**src/hdl/kts_pkg.sv**
```systemverilog
// Shared constants for the keyframe track sampler.
package kts_pkg;
    localparam int COORD_W = 32;
    localparam int TIME_W  = 32;
    localparam int COUNT_W = 7;
    localparam int SLOT_W  = 6;
    localparam logic OP_WRITE  = 1'b0;
    localparam logic OP_SAMPLE = 1'b1;
endpackage

```
**src/hdl/kts_lerp.sv**
```systemverilog
// Sequential lerp unit: one signed multiply per cycle over six components.
module kts_lerp #(
    parameter int FRACTION_BITS = 16
) (
    input  logic                            clk,
    input  logic signed [kts_pkg::COORD_W-1:0] a,
    input  logic signed [kts_pkg::COORD_W-1:0] b,
    input  logic [FRACTION_BITS-1:0]        f,
    output logic signed [kts_pkg::COORD_W-1:0] r
);
    import kts_pkg::*;
    logic signed [COORD_W:0]                 d_reg;
    logic signed [COORD_W-1:0]               a_reg;
    logic signed [COORD_W+FRACTION_BITS+1:0] p;
    always_ff @(posedge clk)
    begin
        d_reg <= {b[COORD_W-1], b} - {a[COORD_W-1], a};
        a_reg <= a;
    end
    // arithmetic shift gives floor
    assign p = d_reg * $signed({1'b0, f});
    assign r = a_reg + COORD_W'(p >>> FRACTION_BITS);
endmodule

```
**config.mk**
```make
export PLATFORM = sky130hd
export DESIGN_NAME = kts_lerp
export DESIGN_NICKNAME = d
export VERILOG_FILES = /design/src/hdl/kts_pkg.sv /design/src/hdl/kts_lerp.sv
export SDC_FILE = /design/constraint.sdc
export NUM_CORES = 1
export LEC_CHECK = 0
export BUFFER_PORTS_ARGS = -buffer_cell sky130_fd_sc_hd__buf_2
export CAP_MARGIN = 10
export CORE_UTILIZATION = 45
export DETAILED_ROUTE_END_ITERATION = 12
export PLACE_DENSITY = 0.58
export SLEW_MARGIN = 20
export SYNTH_ARGS = -nofsm -noshare
export SYNTH_HDL_FRONTEND = slang
export SYNTH_SLANG_ARGS = --single-unit
```
**constraint.sdc**
```tcl
create_clock -name clk -period 9.5 [get_ports clk]
set_clock_uncertainty 0.2 [all_clocks]
set_input_delay 0 -clock clk [delete_from_list [all_inputs] [get_ports clk]]
set_output_delay 0 -clock clk [all_outputs]
set_load 0.02 [all_outputs]
```
==> results.md <==
- Mean number of vias per cell: 5.10
- Synth Register Bits: 65
- Max-cap violation count: 0
- Dominant cell by count in the synthesized netlist: inv_1
- Crit path kind: register to output pin
- Routability Congestion: 0.883
- Met2 WL post-DR: 28600 um
- Hold path endpoint: d_reg[3]
- Crit end category: output pin
- FP Rows: 80
- Fillcell total: 4501
- First-pass GRT wire length: 98000 um
- Reg clk slew, reported paths: 0.06 ns
- Max clock buf depth: 2
- Hold WS: 0.0128 ns
- Vias in the first global route: 18421
- Core Region: 47700 sq um
- Met3 wire length: 3680 um
- Worst Path Required: 9.30 ns
- Post-synth top area share: 45.1%
- Global-route usage over all layers: 25.6%
- Setup Fix Bufs, Post-CTS: 0
- Remaining Overflow, GRT: 0
- Die area: 49300 sq um
- CP dominant cell by count: fa_1
- Initial antenna violation count: 2
- Cell taking the most area after synthesis: fa_1
- Syn Area/Cell: 8.76 sq um
- Area growth syn-to-layout: 11.5%
- Post-route cell area: 24300 sq um
- Synth warn: 0
- Residual DRC: 0
- Hold_sp: b[3]
- Actual slew at the worst max-slew pin: 0.882 ns
- Final ANT Viol Nets: 0
- CTS tree: yes
- Placed inst area: 23300 sq um
- Fraction of layout cells with a size suffix above 1: 8.20%
- Asr flop ratio synth: 0%
- Gate Count Post-Synth: 2486
- Final setup viols: 0
- Initial Util: 45.6%
- H-tree depth: 3
- Synth top area cells: fa_1 (45%), inv_1 (11%), ha_1 (10%), nand2_1 (6.4%), dfxtp_1 (6.0%)
- Slowest CP cell: dfxtp_1
- HPWL Detailed: 49700 um
- Die Wd: 222 um
- Post-synth top flop: dfxtp_1
- Startpoint Class: register
- Final Slew Violations: 0
- Pin count of the biggest net entering global routing: 34
- EDFF count, synth: 0
- Fmax: 0.110 GHz
- Hold Path Class: primary input to register
- Max reg flops: 33
- Max-slew headroom: 41.1%
- Top routing layer used: met4
- Hold path depth: 4
- Cell Area, Synth: 21800 sq um
- I/O pin count: 113
- Register area share after synthesis: 5.98%
- RSZ-0062 raised after global routing: false
- Post-synthesis cell type count: 56
- CTS Buf Count: 9
- Net Count, Synth: 3235
- CP Max Fanout: 11
- Avg WL per Cell: 18.0 um
- IO buf count: 112
- Clock Tree Root: clkbuf_16
- Status: completed
- Crit-path max cell delay: 0.69 ns
- Most common library cells after synthesis: inv_1 (620), fa_1 (491), nand2_1 (369), and2_1 (200), ha_1 (177)
- Worst endpoint data arrival time: 8.88 ns
- Via Count: 16715
- Min Clock Period, post-route: 9.08 ns
- Fin Setup TNS: 0 ns
- Total Nets Final: 3402
- Final worst-path cycle share: 95.6%
- Routed met1 length: 25600 um
- Die H: 222 um
- Fin. Hold Viols: 0
- DRT iter0 DRCs: 833
- Final wirelength: 59100 um
- Drt pass-1 iters: 5
- CTS Sinks: 65
[cells by family after synthesis]
group                    after synthesis  share of synthesized area (%)
AND/OR/NAND/NOR                      705                           15.4
buffers and inverters                706                           12.2
flip-flops                            65                           5.98
AO/OA/AOI/OAI                        247                           7.35
XOR/XNOR                              92                           3.70
multiplexers                           3                          0.138
adder cells (fa/ha/maj)              668                           55.3
[through the flow]
stage	utilization [%]	setup WS, ns	instances
3_5_place_dp	48.8	0.216	3193
5_1_grt	50.9	0.00222	3274
4_1_cts	50.7	0.00521	3273
3_3_place_gp	48.8	0.441	3193
2_1_floorplan	-	1.49	2486
6_report	50.9	0.418	3275
[worst max-delay path by stage]
stage               depth (start not counted)     to       from  slack (ns)
CTS                                        31  r[30]  d_reg[13]       0.005
finish                                     33  r[30]   d_reg[1]        0.42
floorplan                                  32  r[30]  d_reg[12]        1.49
global placement                           31  r[30]  d_reg[13]        0.44
global route                               33  r[31]  d_reg[11]       0.002
detailed placement                         31  r[30]  d_reg[13]        0.22
[critical path, delay by kind of cell, from the launching register on]
family	cells	cell delay, ns
flops	1	0.69
simple gates	8	1.28
compound gates	9	2.31
buf+inv	6	0.78
fa+ha+maj	8	3.14
xor+xnor	2	0.27
[cell usage in the layout, fill, tap and decap left out, drive strengths merged, types with 44 or more instances in the layout]
cell / instances
inv: 620
fa: 491
nand2: 369
and2: 200
buf: 178
ha: 177
a21oi: 81
xnor2: 66
dfxtp: 65
dlygate4sd3: 64
o21ai: 45
nor2: 44
[layout make-up]
| type | count | area [sq um] | share of cell area, % |
|---|---|---|---|
| antenna | 2 | 5.00 | 0.0206 |
| clock buffer | 10 | 239 | 0.984 |
| clock inverter | 6 | 67.6 | 0.278 |
| inverter | 620 | 2330 | 9.58 |
| multi-input combinational | 1715 | 17900 | 73.6 |
| sequential | 65 | 1310 | 5.39 |
| tap | 615 | 769 | 3.17 |
| timing repair buffer | 242 | 1700 | 6.99 |
[repair_timing]
item / in CTS / in global routing
hold endpoints to repair: 59 / 0
gates resized for setup: 1 / 17
pin swaps: 0 / 1
hold buffers: 64 / 0
setup endpoints to repair: 2 / 8
[layer usage]
layer | vias up | track usage [%]
li1 | 7699 | -
met3 | 83 | 3.91
met1 | 8437 | 34.6
met4 | 0 | 7.06
met2 | 496 | 42.8
met5 | - | 0
Power is not shown: default switching activity piles up to over one toggle a cycle in this logic, so the estimate is an artifact.
