$ cat config.mk
export PLATFORM = sky130hd
export DESIGN_NAME = kts_ram
export DESIGN_NICKNAME = d
export VERILOG_FILES = /design/src/hdl/kts_ram.sv
export SDC_FILE = /design/constraint.sdc
export NUM_CORES = 2
export LEC_CHECK = 0
export ABC_AREA = 1
export BUFFER_PORTS_ARGS = -buffer_cell sky130_fd_sc_hd__buf_2
export CAP_MARGIN = 10
export CORE_ASPECT_RATIO = 0.6
export CORE_MARGIN = 4
export CORE_UTILIZATION = 27
export CTS_CLUSTER_DIAMETER = 50
export DETAILED_ROUTE_END_ITERATION = 6
export PLACE_DENSITY = 0.42
export SLEW_MARGIN = 10
export SYNTH_ARGS = -nofsm -noshare
export SYNTH_HDL_FRONTEND = slang
export SYNTH_SLANG_ARGS = --single-unit
$ cat constraint.sdc
create_clock -name clk -period 4.7 [get_ports clk]
set_input_delay 0.47 -clock clk [delete_from_list [all_inputs] [get_ports clk]]
set_output_delay 0.47 -clock clk [all_outputs]
set_load 0.005 [all_outputs]
$ cat src/hdl/kts_ram.sv
// Generic single-port synchronous RAM with registered read.
module kts_ram #(
    parameter int WIDTH = 32,
    parameter int DEPTH = 64
) (
    input  logic                     clk,
    input  logic                     we,
    input  logic [$clog2(DEPTH)-1:0] addr,
    input  logic [WIDTH-1:0]         wdata,
    output logic [WIDTH-1:0]         rdata
);
    logic [WIDTH-1:0] mem [DEPTH];
    always_ff @(posedge clk)
    begin
        if (we)
        begin
            mem[addr] <= wdata;
        end
        rdata <= mem[addr];
    end
endmodule

==> run_results.csv <==
group,metric,value,unit
clocking,clockBufferDepth,4,
setup_path,setup.worst_path.start,"addr[1]",
power_and_ir_drop,total_power,40.17,mW
clocking,path_clk_slew,0.06,ns
grt,grt_pass1_vias,55110,
clocking,cts_setup_buffers,0,
synth,yosysWarnings,0,
place,port_buffers,71,
floorplan,die_area,329800,um2
clocking,cts_resized,0,
finish,area_growth,15.40,%
synth,syn_area,86500,um2
grt,grt_pass1_wl,427400,um
timing,slew-limit-headroom,20.20,%
route,vias,58550,
worst_hold_path,hp-class,"primary input to flop",
grt,overflow,0,
setup_path,reg2reg_slack,2.25,ns
run,maxCapViolations,0,
synth,synthTopCellsByArea,"edfxtp_1 (71%), nand2_1 (25%), buf_2 (1.4%), dfxtp_1 (0.74%), nor2_1 (0.59%)",
setup_path,cp_max_fo,110,
clocking,cts_hold_buf,3,
grt,use_met3,3.816,%
route,wirelength,303100,um
setup_path,cp.required,5.49,ns
timing,slew_viol_final,0,
finish,final_cell_mix,"nand2_1 (5728), edfxtp_1 (2048), clkbuf_16 (216)",
place,dp_hpwl,173200,um
place,dpl_cell_area,93050,um2
setup_path,end_kind,"flop",
finish,utilization,31.40,%
power_and_ir_drop,power_density,402.4,nW/um2
synth,syn-instance-count,8440,
finish,finalNetCount,8566,
power_and_ir_drop,p_leak,40.64,nW
grt,antenna_found_initial,41,
route,drcViolationCount,0,
synth,ys_types,21,
finish,final_common_cell,"nand2_1",
timing,fin_crit_sh,68.08,%
floorplan,fp.coreArea,317900,um2
setup_path,cp.arrival,3.99,ns
setup_path,r2r-end,"rdata[16]$_DFF_P_",
grt,use_met1,28.64,%
timing,max_freq,312.5,MHz
floorplan,chipHeight,446.4,um
route,vias_per_cell,4.533,
synth,ys_ff_latch,2080,
outcome,outcome,"complete, no violations",
route,first_pass_iters,5,
timing,period_minus_slack,3.200,ns
floorplan,rows,160,
clocking,cts_made_buffers,215,
grt,met2_usage,24.74,%
setup_path,r2r_start,"mem[57][16]$_DFFE_PP_",
synth,syn_avg_cell_area,10.25,um2
floorplan,initial_core_util,27.21,%
timing,holdWs,0.06226,ns
finish,design_area,99820,um2
setup_path,endpoint,"rdata[17]$_DFF_P_",
place,gp_congestion,0.7841,
route,drt-initial-drc-count,6450,
grt,grt_max_degree,176,
timing,tightestPinTransition,1.197,ns
timing,setup_viol,0,
floorplan,ios,72,
synth,synth_top_area_share,71.09,%
clocking,clock_latency,0.89,ns
timing,hold_violations,0,
floorplan,die_width,738.7,um
synth,syn-num-nets,8480,
clocking,clockRootBuffer,"clkbuf_16",
synth,yosys.area.top_type,"edfxtp_1",
setup_path,rr_worst_depth,10,
setup_path,cp-start-kind,"primary input",
timing,skew,0.05806,ns
setup_path,critical_path_class,"primary input to flop",
clocking,htreeDepth,4,
clocking,cts.sinks,2080,
timing,rsz0062_at_grt,"no",
grt,busiest_layer,"met1",
grt,globalRouteTotalUtil,17.92,%
finish,final_layout_size_suffix_gt1_share,7.801,%
route,wl_per_cell,23.47,um
route,ant_nets,0,
power_and_ir_drop,ir_drop,0.0003085,V
synth,synth-seq-area-share,71.84,%
clocking,cts_tree,"built",
finish,nFillCells,32420,
per-layer routing:
| metal | wire [um] | vias to the layer above |
|---|---|---|
| met4 | 4507 | 6 |
| met2 | 119600 | 1853 |
| met5 | 41 | - |
| met3 | 23310 | 307 |
| li1 | - | 27460 |
| met1 | 155600 | 28920 |
where the power goes:
group / internal [mW] / switching, mW
sequential: 20.5 / 0.0682
combinational: 0.578 / 2.11
clock: 9.38 / 7.50
total: 30.5 / 9.67
cell usage after synthesis (all sizes together):
master and n:
nor2 137, o21ai 7, nor4 2, buf 286, or2 6, nand4 2
edfxtp 2048, inv 30, o211ai 5, nand3 13, dfxtp 32, clkbuf 136
nor3 8, nand2 5728
cell type report:
| type | count | area [um2] | share of cell area, % |
|---|---|---|---|
| sequential | 2080 | 62140 | 62.25 |
| clock inverter | 95 | 867.1 | 0.8686 |
| clock buffer | 287 | 5842 | 5.852 |
| timing repair buffer | 291 | 2720 | 2.725 |
| inverter | 30 | 135.1 | 0.1354 |
| antenna | 13 | 32.53 | 0.03259 |
| tap | 4212 | 5270 | 5.279 |
| multi-input combinational | 5908 | 22820 | 22.86 |
kinds of logic after synthesis:
| kind of cell | synth area share [%] |
|---|---|
| compound gates | 0.08389 |
| flops | 71.84 |
| buf+inv | 2.397 |
| simple gates | 25.68 |
worst max-delay path, cell delays in order:
cell	delay, ns
buf_8	0.14
inv_8	0.36
buf_12	0.47
buf_12	0.45
nand2_1	0.12
nand2_1	0.10
nand2_1	0.05
nand2_1	0.09
nand2_1	0.04
nand2_1	0.77
nor2_1	0.25
nand2_1	0.18
sequential cells by signal, summed over array words and instances, names as in the netlist:
register  cells
rdata        32
mem        2048
metrics by stage:
step	setup TNS (ns)	setup WS (ns)	cells
floorplan	-3.377	-0.05498	8440
global placement	0	0.7455	12520
detailed placement	0	0.7175	12520
CTS	0	1.665	12900
global route	0	1.307	12900
finish	0	1.500	12920
how the worst min path moves through the flow:
| stage | startpoint | to | slack (ns) | cells past startpoint |
|---|---|---|---|---|
| 6_report | wdata[15] | mem[62][15]$_DFFE_PP_ | 0.06 | 1 |
| 5_1_grt | wdata[15] | mem[59][15]$_DFFE_PP_ | 0.03 | 1 |
| 4_1_cts | wdata[15] | mem[60][15]$_DFFE_PP_ | 0.008 | 1 |
| 3_5_place_dp | mem[26][30]$_DFFE_PP_ | rdata[30]$_DFF_P_ | 0.76 | 6 |
| 3_3_place_gp | mem[26][30]$_DFFE_PP_ | rdata[30]$_DFF_P_ | 0.77 | 6 |
| 2_1_floorplan | wdata[0] | mem[0][0]$_DFFE_PP_ | 0.57 | 0 |
(Power assumes the default switching activity.)
